===== config.mk =====
export PLATFORM = sky130hd
export DESIGN_NAME = archive_entry_stream_decryptor
export DESIGN_NICKNAME = d
export VERILOG_FILES = /design/src/aesd_pkg.sv /design/src/aesd_ctrl.sv /design/src/aesd_datapath.sv /design/src/archive_entry_stream_decryptor.sv
export SDC_FILE = /design/constraint.sdc
export NUM_CORES = 2
export LEC_CHECK = 0
export CAP_MARGIN = 20
export CELL_PAD_IN_SITES_DETAIL_PLACEMENT = 0
export CELL_PAD_IN_SITES_GLOBAL_PLACEMENT = 1
export CORE_ASPECT_RATIO = 0.8
export CORE_MARGIN = 5
export CORE_UTILIZATION = 25
export CTS_CLUSTER_SIZE = 28
export DETAILED_ROUTE_END_ITERATION = 16
export DONT_BUFFER_PORTS = 1
export PLACE_DENSITY_LB_ADDON = 0.08
export REMOVE_ABC_BUFFERS = 1
export SLEW_MARGIN = 5
export SYNTH_ARGS = -nofsm -noshare
export SYNTH_HDL_FRONTEND = slang
export SYNTH_HIERARCHICAL = 1
export SYNTH_SLANG_ARGS = --single-unit

===== constraint.sdc =====
create_clock -name clk -period 16.1 [get_ports clk]
set_input_delay 0 -clock clk [delete_from_list [all_inputs] [get_ports clk]]
set_output_delay 0 -clock clk [all_outputs]
set_load 0.01 [all_outputs]

===== src/aesd_pkg.sv =====
// Shared constants and controller/datapath interface types for the archive entry decryptor.
package aesd_pkg;

    localparam logic [31:0] KEY_MAGIC  = 32'hA0F8EFE6;
    localparam logic [31:0] KEY_MIX    = 32'hFFFFCDEC;
    localparam logic [31:0] INNER_MUL  = 32'd69069;
    localparam logic [31:0] INNER_STEP = 32'd23023;
    localparam logic [31:0] OUTER_STEP = 32'd6339797;
    localparam logic [31:0] OUTER_SEED = 32'd101436752;

    localparam int unsigned HOLD_LEN  = 8;

    localparam logic CFG_OFFSET = 1'b0;
    localparam logic CFG_LENGTH = 1'b1;

    // Status from the datapath to the controller.
    typedef struct packed {
        logic restart;
        logic live;
        logic header_end;
        logic magic_ok;
        logic rel_done;
        logic out_free;
    } aesd_sts_t;

    // Commands from the controller to the datapath.
    typedef struct packed {
        logic advance;
        logic head_store;
        logic key_load;
        logic rel_start;
        logic rel_step;
        logic body_emit;
    } aesd_cmd_t;

endpackage


===== src/aesd_ctrl.sv =====
// Controller state machine for the archive entry decryptor.
module aesd_ctrl (
    input  logic                  clk,
    input  logic                  rst_n,
    input  logic                  s_tvalid,
    output logic                  s_tready,
    input  aesd_pkg::aesd_sts_t   sts,
    output aesd_pkg::aesd_cmd_t   cmd
);

    typedef enum logic [1:0] {
        ST_HEAD,
        ST_RELEASE,
        ST_BODY
    } state_t;

    state_t state_reg;
    state_t state_next;

    always_comb
    begin
        state_next = state_reg;
        cmd        = '0;
        s_tready   = (state_reg != ST_RELEASE) && sts.out_free;
        cmd.advance = s_tvalid && s_tready && sts.live;
        case (state_reg)
            ST_HEAD:
            begin
                cmd.head_store = cmd.advance;
                if (cmd.advance && sts.header_end)
                begin
                    if (sts.magic_ok)
                    begin
                        cmd.key_load = 1'b1;
                        state_next   = ST_BODY;
                    end
                    else
                    begin
                        cmd.rel_start = 1'b1;
                        state_next    = ST_RELEASE;
                    end
                end
            end
            ST_RELEASE:
            begin
                cmd.rel_step = sts.out_free;
                if (sts.out_free && sts.rel_done)
                begin
                    state_next = ST_BODY;
                end
            end
            ST_BODY:
            begin
                cmd.body_emit = cmd.advance;
            end
            default:
            begin
                state_next = ST_HEAD;
            end
        endcase
        if (sts.restart)
        begin
            state_next = ST_HEAD;
        end
    end

    always_ff @(posedge clk or negedge rst_n)
    begin
        if (!rst_n)
        begin
            state_reg <= ST_HEAD;
        end
        else
        begin
            state_reg <= state_next;
        end
    end

    // The held header is drained without taking new bytes.
    a_no_take_in_release: assert property (@(posedge clk) disable iff (!rst_n)
        (state_reg == ST_RELEASE) |-> !s_tready)
        else $error("input taken while releasing held header");

    a_key_to_body: assert property (@(posedge clk) disable iff (!rst_n)
        (cmd.key_load && !sts.restart) |=> (state_reg == ST_BODY))
        else $error("key load did not enter body state");

    a_release_entered: assert property (@(posedge clk) disable iff (!rst_n)
        (cmd.rel_start && !sts.restart) |=> (state_reg == ST_RELEASE))
        else $error("header release did not start");

endmodule


===== src/aesd_datapath.sv =====
// Datapath of the archive entry decryptor: keystreams, header hold and output register.
module aesd_datapath (
    input  logic                  clk,
    input  logic                  rst_n,
    input  logic                  cfg_we,
    input  logic                  cfg_index,
    input  logic [31:0]           cfg_data,
    input  logic [7:0]            s_tdata,
    output logic                  m_tvalid,
    input  logic                  m_tready,
    output logic [7:0]            m_tdata,
    output logic                  m_tlast,
    output logic                  m_tuser,
    input  aesd_pkg::aesd_cmd_t   cmd,
    output aesd_pkg::aesd_sts_t   sts
);

    logic [31:0] offset_reg, offset_next;
    logic [31:0] len_reg, len_next;
    logic [31:0] pos_reg, pos_next;
    logic [31:0] acc_reg, acc_next;
    logic [63:0] hold_reg, hold_next;
    logic [31:0] ks_reg, ks_next;
    logic [31:0] inc_reg, inc_next;
    logic        keyed_reg, keyed_next;
    logic [31:0] keyed_end_reg, keyed_end_next;
    logic [2:0]  rel_idx_reg, rel_idx_next;
    logic [2:0]  rel_cnt_reg, rel_cnt_next;
    logic        rel_final_reg, rel_final_next;
    logic        out_valid_reg, out_valid_next;
    logic [7:0]  out_byte_reg, out_byte_next;
    logic        out_final_reg, out_final_next;
    logic        out_keyed_reg, out_keyed_next;

    logic [31:0] pos_inc;
    logic        last;
    logic [7:0]  outer_byte;
    logic [31:0] seed_src;
    logic [31:0] key;
    logic [31:0] ks_mix;
    logic [31:0] ks_step;
    logic        inner_on;

    assign pos_inc    = pos_reg + 32'd1;
    assign last       = (pos_inc == len_reg);
    assign outer_byte = s_tdata ^ acc_reg[23:16];
    assign seed_src   = (cfg_index == aesd_pkg::CFG_OFFSET) ? cfg_data : offset_reg;
    assign key        = {outer_byte, hold_reg[55:32]};
    assign ks_mix     = inc_reg + aesd_pkg::INNER_STEP * ks_reg;
    assign ks_step    = ks_mix + {ks_mix[30:0], 1'b0};
    assign inner_on   = keyed_reg && (pos_reg < keyed_end_reg);

    assign sts.restart    = cfg_we;
    assign sts.live       = (pos_reg < len_reg);
    assign sts.header_end = (pos_reg[2:0] == 3'd7) || last;
    assign sts.magic_ok   = (pos_reg[2:0] == 3'd7) && (hold_reg[31:0] == aesd_pkg::KEY_MAGIC);
    assign sts.rel_done   = (rel_idx_reg == rel_cnt_reg);
    assign sts.out_free   = !out_valid_reg || m_tready;

    assign m_tvalid = out_valid_reg;
    assign m_tdata  = out_byte_reg;
    assign m_tlast  = out_final_reg;
    assign m_tuser  = out_keyed_reg;

    always_comb
    begin
        offset_next    = offset_reg;
        len_next       = len_reg;
        pos_next       = pos_reg;
        acc_next       = acc_reg;
        hold_next      = hold_reg;
        ks_next        = ks_reg;
        inc_next       = inc_reg;
        keyed_next     = keyed_reg;
        rel_idx_next   = rel_idx_reg;
        rel_cnt_next   = rel_cnt_reg;
        rel_final_next = rel_final_reg;
        out_valid_next = out_valid_reg && !m_tready;
        out_byte_next  = out_byte_reg;
        out_final_next = out_final_reg;
        out_keyed_next = out_keyed_reg;
        // Word-aligned end of the inner layer; bytes past it stay clear.
        keyed_end_next = ((len_reg - 32'd8) & ~32'd3) + 32'd8;

        if (cmd.advance)
        begin
            pos_next = pos_inc;
            acc_next = acc_reg + aesd_pkg::OUTER_STEP;
        end

        if (cmd.head_store)
        begin
            hold_next[{pos_reg[2:0], 3'b000} +: 8] = outer_byte;
        end

        if (cmd.key_load)
        begin
            keyed_next = 1'b1;
            ks_next    = key | ((key ^ aesd_pkg::KEY_MIX) << 16);
            inc_next   = aesd_pkg::INNER_MUL * key;
        end

        if (cmd.rel_start)
        begin
            rel_idx_next   = 3'd0;
            rel_cnt_next   = pos_reg[2:0];
            rel_final_next = last;
        end

        if (cmd.rel_step)
        begin
            out_valid_next = 1'b1;
            out_byte_next  = hold_reg[{rel_idx_reg, 3'b000} +: 8];
            out_final_next = rel_final_reg && (rel_idx_reg == rel_cnt_reg);
            out_keyed_next = 1'b0;
            rel_idx_next   = rel_idx_reg + 3'd1;
        end

        if (cmd.body_emit)
        begin
            out_valid_next = 1'b1;
            out_final_next = last;
            out_keyed_next = keyed_reg;
            if (inner_on)
            begin
                out_byte_next = outer_byte ^ ks_reg[{pos_reg[1:0], 3'b000} +: 8];
                if (pos_reg[1:0] == 2'd3)
                begin
                    ks_next = ks_step;
                end
            end
            else
            begin
                out_byte_next = outer_byte;
            end
        end

        if (cfg_we)
        begin
            if (cfg_index == aesd_pkg::CFG_OFFSET)
            begin
                offset_next = cfg_data;
            end
            else
            begin
                len_next = cfg_data;
            end
            pos_next   = '0;
            acc_next   = aesd_pkg::OUTER_SEED * seed_src;
            hold_next  = '0;
            ks_next    = '0;
            inc_next   = '0;
            keyed_next = 1'b0;
        end
    end

    always_ff @(posedge clk or negedge rst_n)
    begin
        if (!rst_n)
        begin
            offset_reg    <= '0;
            len_reg       <= '0;
            pos_reg       <= '0;
            acc_reg       <= '0;
            hold_reg      <= '0;
            ks_reg        <= '0;
            inc_reg       <= '0;
            keyed_reg     <= 1'b0;
            keyed_end_reg <= '0;
            rel_idx_reg   <= '0;
            rel_cnt_reg   <= '0;
            rel_final_reg <= 1'b0;
            out_valid_reg <= 1'b0;
            out_byte_reg  <= '0;
            out_final_reg <= 1'b0;
            out_keyed_reg <= 1'b0;
        end
        else
        begin
            offset_reg    <= offset_next;
            len_reg       <= len_next;
            pos_reg       <= pos_next;
            acc_reg       <= acc_next;
            hold_reg      <= hold_next;
            ks_reg        <= ks_next;
            inc_reg       <= inc_next;
            keyed_reg     <= keyed_next;
            keyed_end_reg <= keyed_end_next;
            rel_idx_reg   <= rel_idx_next;
            rel_cnt_reg   <= rel_cnt_next;
            rel_final_reg <= rel_final_next;
            out_valid_reg <= out_valid_next;
            out_byte_reg  <= out_byte_next;
            out_final_reg <= out_final_next;
            out_keyed_reg <= out_keyed_next;
        end
    end

    a_emit_fills_output: assert property (@(posedge clk) disable iff (!rst_n)
        (cmd.rel_step || cmd.body_emit) |=> out_valid_reg)
        else $error("emitted byte not registered");

    a_released_bytes_clear: assert property (@(posedge clk) disable iff (!rst_n)
        cmd.rel_step |=> !out_keyed_reg)
        else $error("released header byte flagged keyed");

    a_position_bounded: assert property (@(posedge clk) disable iff (!rst_n)
        (cmd.advance && !cfg_we) |=> (pos_reg <= len_reg))
        else $error("byte position ran past entry length");

endmodule


===== src/archive_entry_stream_decryptor.sv =====
// Top level of the archive entry stream decryptor.
//
// Usage: write entry_block_offset (index 0) and entry_length (index 1) on the
// configuration port while the block is idle; either write restarts the entry.
// Ciphertext bytes then enter on the slave stream, one per transaction, in
// file order, and plaintext payload bytes leave on the master stream with
// tlast marking the final payload byte and tuser set on keyed entries.
// A body byte enters the output register in the cycle after its transaction.
// The first eight bytes are held; for an unkeyed entry (or one shorter than
// eight bytes) they are then released one at a time from the hold register
// while the input stalls. A keyed header yields no output. After the header,
// throughput is one byte per cycle while the receiver keeps taking bytes,
// through the single output register; the inner keystream steps once per word.
// Bytes offered beyond entry_length are taken and discarded.
// Reset clears all state, both registers and the output register; no memory
// needs clearing. When the receiver stalls, the output register holds its
// byte and the input is not taken until that byte has gone.
module archive_entry_stream_decryptor (
    input  logic        clk,
    input  logic        rst_n,
    // Configuration write port.
    input  logic        cfg_we,
    input  logic        cfg_index,
    input  logic [31:0] cfg_data,
    // Ciphertext stream.
    input  logic        s_tvalid,
    output logic        s_tready,
    input  logic [7:0]  s_tdata,   // [7:0] cipher_byte
    // Plaintext stream.
    output logic        m_tvalid,
    input  logic        m_tready,
    output logic [7:0]  m_tdata,   // [7:0] plain_byte
    output logic        m_tlast,   // final_byte
    output logic        m_tuser    // [0] keyed_layer
);

    aesd_pkg::aesd_sts_t sts;
    aesd_pkg::aesd_cmd_t cmd;

    // The controller sequences header capture, release and body bytes.
    aesd_ctrl u_ctrl (
        .clk      (clk),
        .rst_n    (rst_n),
        .s_tvalid (s_tvalid),
        .s_tready (s_tready),
        .sts      (sts),
        .cmd      (cmd)
    );

    // The datapath holds both keystreams, the header and the output register.
    aesd_datapath u_datapath (
        .clk       (clk),
        .rst_n     (rst_n),
        .cfg_we    (cfg_we),
        .cfg_index (cfg_index),
        .cfg_data  (cfg_data),
        .s_tdata   (s_tdata),
        .m_tvalid  (m_tvalid),
        .m_tready  (m_tready),
        .m_tdata   (m_tdata),
        .m_tlast   (m_tlast),
        .m_tuser   (m_tuser),
        .cmd       (cmd),
        .sts       (sts)
    );

endmodule


==> flow_summary.toml <==
[run_status]
status = "complete, no violations"

[flow_run]
max_cap_viol_count = 0

[synthesis]
syn_inst = 3849
synth_edf_count = 0
avgSynthCellArea_um2 = 9.49
syn_area_um2 = 36500
yosys_warnings = 6
yosys_most_used_dff = "dfrtp_1"
ys_ff_latch = 287
seq_area_frac_synth_pct = 19.7
async_reset_ff_share_pct = 100
ys_types = 84

[floorplanning]
die_area_um2 = 154000
start_util_pct = 25.1
core_um2 = 145000
die_w_um = 437
rows = 125
io_pins = 58
die_h_um = 352

[sta]
hold_viol = 0
rsz0062_at_grt = "false"
worstMarginPinSlew_ns = 1.06
setup-violations-final = 0
clock_skew_ns = 0.0197
max_freq_ghz = 0.116
finalCritPeriodShare_pct = 53.4
min_period_ns = 8.59
drv_slew = 0
slew_headroom_pct = 29.5
finalSetupTns_ns = 0
worst_hold_slack_ns = 0.0531

[clock_tree]
cts_buffers = 41
clock_path_buffers = 3
clock_sinks = 287
cts-root-buf = "clkbuf_16"
clk_pin_slew_worst_paths_ns = 0.06
cts_tree = "built"
cts_setup_buffers = 0
cts_max_level = 2
clock_latency_ns = 0.61

[power_and_ir_drop]
pwr-share-seq_pct = 15.3
internal-power_mw = 2.94
powerDensity_nw_per_um2 = 141
p_switching_mw = 2.84
p_comb_share_pct = 68.2
p_sw_share_pct = 49.1
power_frac_clock_pct = 16.5
p_leak_nw = 20.3
peakVddDrop_mv = 0.570

[worst_setup_path]
r2r_end = "u_datapath/ks_reg[28]"
cp-end-kind = "flop"
r2r_cells = 31
timing.rr.start = "u_datapath/ks_reg[7]"
cp-start-kind = "flop"
crit_top_cell = "fa_1"
critPathKind = "flop to flop"
critPathMaxFanout = 8
critPathSlowestCell = "fa_1"
cp.required_ns = 16.54
r2r_setup_slack_ns = 7.51
critical-path-max-stage-delay_ns = 0.62
cp.arrival_ns = 9.03

[cells_and_area]
nNetsFinal = 4847
layout-drive-gt1-share_pct = 5.48
syn_to_final_growth_pct = 12.2
largest_reg_flops = 64
fillers = 15400

[detailed_routing]
first_pass_iters = 5
wl_um = 126000
drcViolationCount = 0
routedWlPerCell_um = 21.6
vias_per_cell = 4.43
drt_iter0_drc = 1558
ant_nets = 0
vias = 25800

[global_routing]
grt-ovfl-total = 0
grt_max_degree = 288
grt_use_total_pct = 16.6
antenna_found_initial = 11
grt_pass1_vias = 27900
grt_pass1_wl_um = 192000

[placement]
gp_congestion = 0.802
hpwl_um = 99800
io_buffers = 0

[worst_hold_path]
hold_path_depth = 3
hp-start = "cfg_index"
hold_path_class = "primary input to flop"
min_to = "u_datapath/offset_reg[0]"
==> cells by family (layout without fill, tap and decap cells) <==
family                   after synthesis  after routing  share of synthesized area [%]
AO/OA/AOI/OAI                        565            565                           9.65
XOR/XNOR                             302            302                           7.24
adder cells (fa/ha/maj)              902            902                           39.5
buffers and inverters                917            992                           9.49
flip-flops                           287            287                           19.7
multiplexers                         134            134                           4.65
other                                  0              5                              0
AND/OR/NAND/NOR                      742            742                           9.83
==> power by group through the flow <==
stage	logic (mW)	registers, mW	clock network, mW
3_5_place_dp	3.97	0.900	0
6_report	3.94	0.884	0.956
5_1_grt	4.51	0.897	1.03
2_1_floorplan	2.69	0.871	0
3_3_place_gp	3.99	0.902	0
4_1_cts	4.07	0.888	1.00
==> synth_stat cells (63+ instances only) <==
| library cell | n | area (um^2) |
|---|---|---|
| clkbuf_1 | 79 | 297 |
| dfrtp_1 | 287 | 7180 |
| fa_1 | 418 | 8370 |
| o21ai_0 | 155 | 776 |
| a21oi_1 | 159 | 796 |
| nand2_1 | 198 | 743 |
| inv_1 | 811 | 3040 |
| nor2_1 | 226 | 848 |
| xor2_1 | 87 | 762 |
| ha_1 | 484 | 6060 |
| mux2i_1 | 63 | 631 |
| xnor2_1 | 215 | 1880 |
==> layer usage <==
| metal | global-route usage (%) | up-vias | routed length (um) |
|---|---|---|---|
| li1 | - | 12600 | - |
| met1 | 26.6 | 12800 | 69500 |
| met2 | 23.1 | 314 | 49500 |
| met3 | 3.03 | 81 | 5470 |
| met4 | 2.35 | 2 | 1510 |
| met5 | 0 | - | 15 |
==> through the flow <==
stage	power, mW	utilization (%)	instances	setup WS (ns)	cell area [um^2]
after global routing	6.43	28.2	5830	6.96	41000
after global placement	4.90	26.7	5693	7.50	38900
after CTS	5.97	28.2	5826	7.52	40900
after detailed placement	4.87	26.7	5693	7.50	38900
final	5.78	28.2	5834	7.51	41000
after floorplan	3.56	-	3746	8.47	36100
==> what timing repair did <==
action / CTS / global route
hold buffers: 65 / 1
resized for setup: 0 / 0
hold endpoints to repair: 530 / 7
==> cell type report <==
type / count / area (um^2) / share of cell area, %
Multi-Input combinational cell: 2645 / 25900 / 63.2
Sequential cell: 287 / 7180 / 17.5
Inverter: 814 / 3060 / 7.45
Tap cell: 1905 / 2380 / 5.81
Clock buffer: 54 / 1160 / 2.84
Timing Repair Buffer: 110 / 1080 / 2.62
Clock inverter: 14 / 206 / 0.504
Antenna cell: 5 / 12.5 / 0.0305
==> cells in the final DEF, fill, tap and decap left out, types with 8 or more instances in the layout <==
master,synthesis,final
inv_1,811,810
ha_1,484,484
fa_1,418,418
dfrtp_1,287,287
nor2_1,226,223
xnor2_1,215,215
nand2_1,198,198
a21oi_1,159,159
o21ai_0,155,155
xor2_1,87,87
dlygate4sd3_1,0,63
mux2i_1,63,63
nand3_1,56,56
a21o_1,54,54
mux2_2,47,47
a211oi_1,43,43
buf_4,1,42
clkbuf_16,0,41
nand4_1,40,40
nor3_1,37,37
nor2b_1,33,33
nand2b_1,29,29
mux4_2,24,24
and3_1,23,23
o21a_1,22,22
a31oi_1,19,19
nor4_1,21,19
o211ai_1,17,17
or3_1,15,15
o21bai_1,14,14
and2_1,11,11
nand3b_1,11,11
o31ai_1,11,11
clkbuf_8,0,9
or4_1,8,8
or2_2,8,8
a22o_1,8,8
==> worst max path at each step <==
stage / startpoint / end / slack [ns] / cells after the start
3_5_place_dp: u_datapath/ks_reg[7] / u_datapath/ks_reg[28] / 7.50 / 31
5_1_grt: u_datapath/ks_reg[7] / u_datapath/ks_reg[28] / 6.96 / 31
6_report: u_datapath/ks_reg[7] / u_datapath/ks_reg[28] / 7.51 / 31
2_1_floorplan: u_datapath/ks_reg[7] / u_datapath/ks_reg[28] / 8.47 / 31
4_1_cts: u_datapath/ks_reg[7] / u_datapath/ks_reg[28] / 7.52 / 31
3_3_place_gp: u_datapath/ks_reg[7] / u_datapath/ks_reg[28] / 7.50 / 31
==> critical path: cells and delay by family (launching register included) <==
kind	cells	cell delay [ns]
XOR/XNOR	2	0.37
AO/OA/AOI/OAI	12	2.63
adder cells (fa/ha/maj)	8	3.57
buffers and inverters	4	0.23
AND/OR/NAND/NOR	5	1.08
flip-flops	1	0.52
(Power assumes the default switching activity.)
